<file path="src/hw/rtl/rdi_pkg.sv">
// ----------------------------------------------------------------------------
// rdi_pkg: ray / disk intersection shared definitions
// Widths, register indexes and the data carried from cell to cell.
// ----------------------------------------------------------------------------
package rdi_pkg;

	localparam int FRAC_BITS = 16;
	localparam int QI_BITS   = 31 - FRAC_BITS;      // integer quotient bits
	localparam int Q_BITS    = 31;                  // non-negative t
	localparam int NUM_W     = 53;                  // dot product width
	localparam int STEPS     = QI_BITS + FRAC_BITS; // one quotient bit a cell

	localparam logic [2:0] REG_CENTER_X = 3'd0;
	localparam logic [2:0] REG_CENTER_Y = 3'd1;
	localparam logic [2:0] REG_CENTER_Z = 3'd2;
	localparam logic [2:0] REG_NORMAL_X = 3'd3;
	localparam logic [2:0] REG_NORMAL_Y = 3'd4;
	localparam logic [2:0] REG_NORMAL_Z = 3'd5;
	localparam logic [2:0] REG_RADIUS2  = 3'd6;
	localparam logic [2:0] REG_MIN_DIST = 3'd7;

	// Ray data and division state handed from one divider cell to the next.
	typedef struct packed {
		logic                    vld;
		logic                    miss;
		logic signed [31:0]      ox, oy, oz;
		logic signed [31:0]      dx, dy, dz;
		logic [NUM_W-1:0]        rem;   // partial remainder
		logic [NUM_W-1:0]        den;   // divisor magnitude
		logic [NUM_W-1:0]        an;    // dividend bits not yet consumed
		logic [Q_BITS-1:0]       q;
	} cell_t;

endpackage

</file>
<file path="src/hw/rtl/rdi_div_cell.sv">
// ----------------------------------------------------------------------------
// rdi_div_cell: one restoring division step
// Brings in one dividend bit (or a zero for fraction bits), trial subtracts,
// and passes the ray on to its neighbor.
// ----------------------------------------------------------------------------
module rdi_div_cell (
	input  logic            clk,
	input  logic            arst_n,
	input  logic            en,
	input  rdi_pkg::cell_t  din,
	output rdi_pkg::cell_t  dout
);
	rdi_pkg::cell_t nxt;
	logic [rdi_pkg::NUM_W:0] sh;
	logic [rdi_pkg::NUM_W:0] diff;

	always_comb begin
		nxt = din;
		sh = {din.rem, din.an[rdi_pkg::NUM_W-1]};
		diff = sh - {1'b0, din.den};
		nxt.an = {din.an[rdi_pkg::NUM_W-2:0], 1'b0};
		if (!diff[rdi_pkg::NUM_W]) begin
			nxt.rem = diff[rdi_pkg::NUM_W-1:0];
			nxt.q = {din.q[rdi_pkg::Q_BITS-2:0], 1'b1};
		end else begin
			nxt.rem = sh[rdi_pkg::NUM_W-1:0];
			nxt.q = {din.q[rdi_pkg::Q_BITS-2:0], 1'b0};
		end
	end

	always_ff @(posedge clk or negedge arst_n) begin
		if (!arst_n) begin
			dout <= '0;
		end else if (en) begin
			dout <= nxt;
		end
	end
endmodule

</file>
<file path="config.mk">
export PLATFORM = sky130hd
export DESIGN_NAME = rdi_div_cell
export DESIGN_NICKNAME = d
export VERILOG_FILES = /design/src/hw/rtl/rdi_pkg.sv /design/src/hw/rtl/rdi_div_cell.sv
export SDC_FILE = /design/constraint.sdc
export NUM_CORES = 1
export LEC_CHECK = 0
export ABC_AREA = 1
export BUFFER_PORTS_ARGS = -buffer_cell sky130_fd_sc_hd__buf_4
export CAP_MARGIN = 40
export CORE_AREA = 5 5 297 299
export DETAILED_ROUTE_END_ITERATION = 12
export DIE_AREA = 0 0 302 304
export PLACE_DENSITY = 0.5
export SYNTH_ARGS = -nofsm -noshare
export SYNTH_HDL_FRONTEND = slang
export SYNTH_SLANG_ARGS = --single-unit
</file>
<file path="constraint.sdc">
create_clock -name clk -period 0.8 [get_ports clk]
set_input_delay 0.08 -clock clk [delete_from_list [all_inputs] [get_ports clk]]
set_output_delay 0.08 -clock clk [all_outputs]
set_load 0.05 [all_outputs]
</file>
==> impl_metrics.yaml <==
cells_and_area:
  nets: 4828
  largest_register: "dout"
  regArea_mm2: 0.00959
  final_cell_area_mm2: 0.0401
  area_delta_synth_final_pct: 102
  layoutNonFillerInstCount: 5574
  multi_input_area_mm2: 0.0104
  fill_cells: 8224
  drive_gt1_share_pct: 38.4
  largest_reg_flops: 383
  layout_commonest_cell: "nand2_1"
  mostFrequentLayoutCells: "nand2_1 (1370), buf_4 (771), dlygate4sd3_1 (389)"
  reg.largest.list: "dout (383)"
floorplan:
  ios: 771
  dieArea_mm2: 0.0918
  row_count: 107
  start_util_pct: 23.4
  die_h_um: 304
  core-area_mm2: 0.0849
  die_x_um: 302
clock_tree:
  cts.reportedPaths.clkPinSlew_ps: 60
  numCtsBuffers: 49
  htree_num_levels: 2
  cts.sinks: 383
  tritoncts: "built"
  clock_latency_ps: 620
  cts_root_buffer: "clkbuf_16"
  cts_max_path_buffers: 3
grt:
  grt_use_total_pct: 22.2
  globalRoute.totalOverflow: 0
  grt_max_degree: 56
  grt_pass1_wl_mm: 155
  grt_pass1_vias: 24086
  antenna_found_initial: 12
worst_setup_path:
  cp_slowest_cell: "ha_4"
  worst_setup_path_end_kind: "flop"
  crit_path_max_incr_delay_ps: 320
  worstPathBufferInverterCount: 4
  r2r-start: "dout[336]"
  cp.required_ps: 1270
  r2r-end: "dout[336]"
  crit_family: "simple AND/OR/NAND/NOR gates"
  crit_chain: "buf_6 > clkinvlp_4 > ha_4 > nand2_4 > nor2_4 > nand2_2 > buf_12 > nor3_4 > nand2_4 > nand2_4 > nand2_8 > nand2_8 > clkbuf_16 > nand2_2 > nand3_2 > nand2_1"
  critPathMaxFanout: 7
  critPathArrivalTime_ps: 2030
  r2r_slack_ps: -70
  crit_type: "primary input to flop"
  reg2regPathDepth: 4
  critPathMostFrequentCell: "nand2_4"
  worst_setup_path_start_kind: "primary input"
detailed_routing:
  wl_mm: 109
  via_per_inst: 4.28
  drtIter0Drc: 1326
  drt_first_pass_iters: 5
  drc: 0
  final_antenna_net_count: 0
  wl_per_cell_um: 19.6
  dr_total_vias: 23868
power_and_ir_drop:
  intPower_mw: 47.2
  seq_power_share_pct: 30.5
  power_frac_comb_pct: 39.1
  p_per_area_mw_per_mm2: 1870
  p_sw_share_pct: 37.3
  ir_drop_v: 0.00155
  p_leak_nw: 21.4
  p_sw_mw: 28.0
  clkPwrFrac_pct: 30.4
placement:
  io_buffers: 768
  dp_cells: 4900
  postPlaceCellArea_mm2: 0.0303
  gp_congestion: 0.956
  post-dp-hpwl_mm: 82.1
  dp_slack_ps: -1440
timing:
  grt_setup_unrepaired: "yes"
  fmax_ghz: 0.638
  setup_viol: 444
  maxSlewViolCount: 0
  setup_tns_ps: -205680
  setup_ws_ps: -768
  period_minus_slack_ps: 1570
  hold-worst-slack_ps: -175
  finalHoldViolations: 7
  finalCritPeriodShare_pct: 196
  fin_skew_ps: 0
synth:
  syn_inst: 2806
  synth_nets: 3247
  ys_types: 35
  synthArstFlopShare_pct: 100
  synth_area_mm2: 0.0199
  synth-seq-area-share_pct: 48.3
  ys_ff_latch: 383
  synth_top_flop_cell: "dfrtp_1"
  synth_edf_count: 0
  synth-warning-count: 0
  avgSynthCellArea_um2: 7.08
run_status:
  violations: "negative hold slack, negative setup slack"
  status: "complete, but fails checks"
job:
  maxCapViolations: 0
worst_hold_path:
  whs_endpoint: "dout[129]"
  hold_start: "din[129]"
  hold_path_depth: 3
  worstHoldPathType: "primary input to flop"
-- worst min-delay path, stage by stage --
cell,delay [ps]
buf_6,90
clkinvlp_4,120
o21ai_0,100
-- power groups by stage --
stage	Combinational (mW)	Clock (mW)	Sequential [mW]
after floorplan	6.10	0	29.6
after global placement	23.4	0	22.8
after detailed placement	23.5	0	22.8
after CTS	27.8	23.6	22.8
after global routing	31.0	24.3	23.1
final	29.4	22.9	22.9
-- per-layer routing --
layer	global-route usage [%]	part of all wire (%)
met2	38.1	49
met1	25.4	38
met5	0	0.048
met3	5.76	7.1
met4	11.3	6.3
-- kinds of logic (layout without fill, tap and decap cells) --
logic type	Yosys count	after routing	share of synthesized area, %
compound gates	99	99	2.61
simple gates	1804	1805	36.0
other cells	1	11	0.0189
xor+xnor	25	25	1.10
fa+ha+maj	54	54	3.44
flops	383	383	48.3
buf+inv	440	2053	8.59
-- Yosys cell counts (4+ instances only) --
| cell type | number | area (um2) |
|---|---|---|
| a21oi_1 | 33 | 165 |
| buf_1 | 6 | 22.5 |
| buf_2 | 10 | 50.1 |
| buf_6 | 5 | 56.3 |
| clkbuf_1 | 79 | 297 |
| dfrtp_1 | 383 | 9580 |
| ha_1 | 53 | 663 |
| inv_1 | 332 | 1250 |
| inv_2 | 7 | 26.3 |
| nand2_1 | 1510 | 5670 |
| nand2_2 | 4 | 25.0 |
| nand3_1 | 149 | 746 |
| nand3b_1 | 12 | 90.1 |
| nand4_1 | 14 | 87.6 |
| nor2_1 | 91 | 342 |
| nor3_1 | 9 | 45.0 |
| o21ai_0 | 58 | 290 |
| o21bai_1 | 4 | 30.0 |
| xnor2_1 | 22 | 193 |
-- worst max-delay path by stage --
stage / startpoint / end / slack (ps) / cells after the start
after CTS: din[129] / dout[163] / -660 / 16
after global placement: din[106] / dout[188] / -1450 / 19
after global routing: din[133] / dout[160] / -820 / 16
after floorplan: din[112] / dout[165] / -880 / 16
final: din[129] / dout[143] / -770 / 16
after detailed placement: din[106] / dout[188] / -1440 / 18
-- metrics by stage --
step	power [mW]	hold slack, ps	utilization [%]
2_1_floorplan	35.7	-216	-
3_3_place_gp	46.2	-69.7	35.7
3_5_place_dp	46.3	-72.3	35.7
4_1_cts	74.3	-225	45.4
5_1_grt	78.4	-200	47.3
6_report	75.2	-175	47.3
-- final cells by class --
type	count	area share [%]
flip-flops and latches	383	23.9
repair buffers	1630	38.9
well taps	1144	3.57
clock buffers	69	3.67
inverters	339	3.47
clock inverters	15	0.468
diodes	10	0.0624
multi-input cells	1984	26.0
-- repair_timing --
action	in CTS	in global routing
endpoints found under the setup margin	437	679
endpoints found under the hold margin	765	9
gates resized for setup	569	201
pin swaps	30	51
cloned	4	3
buffers inserted	75	108
hold buffers	389	4
No activity file was read; power rests on OpenSTA's default activity.
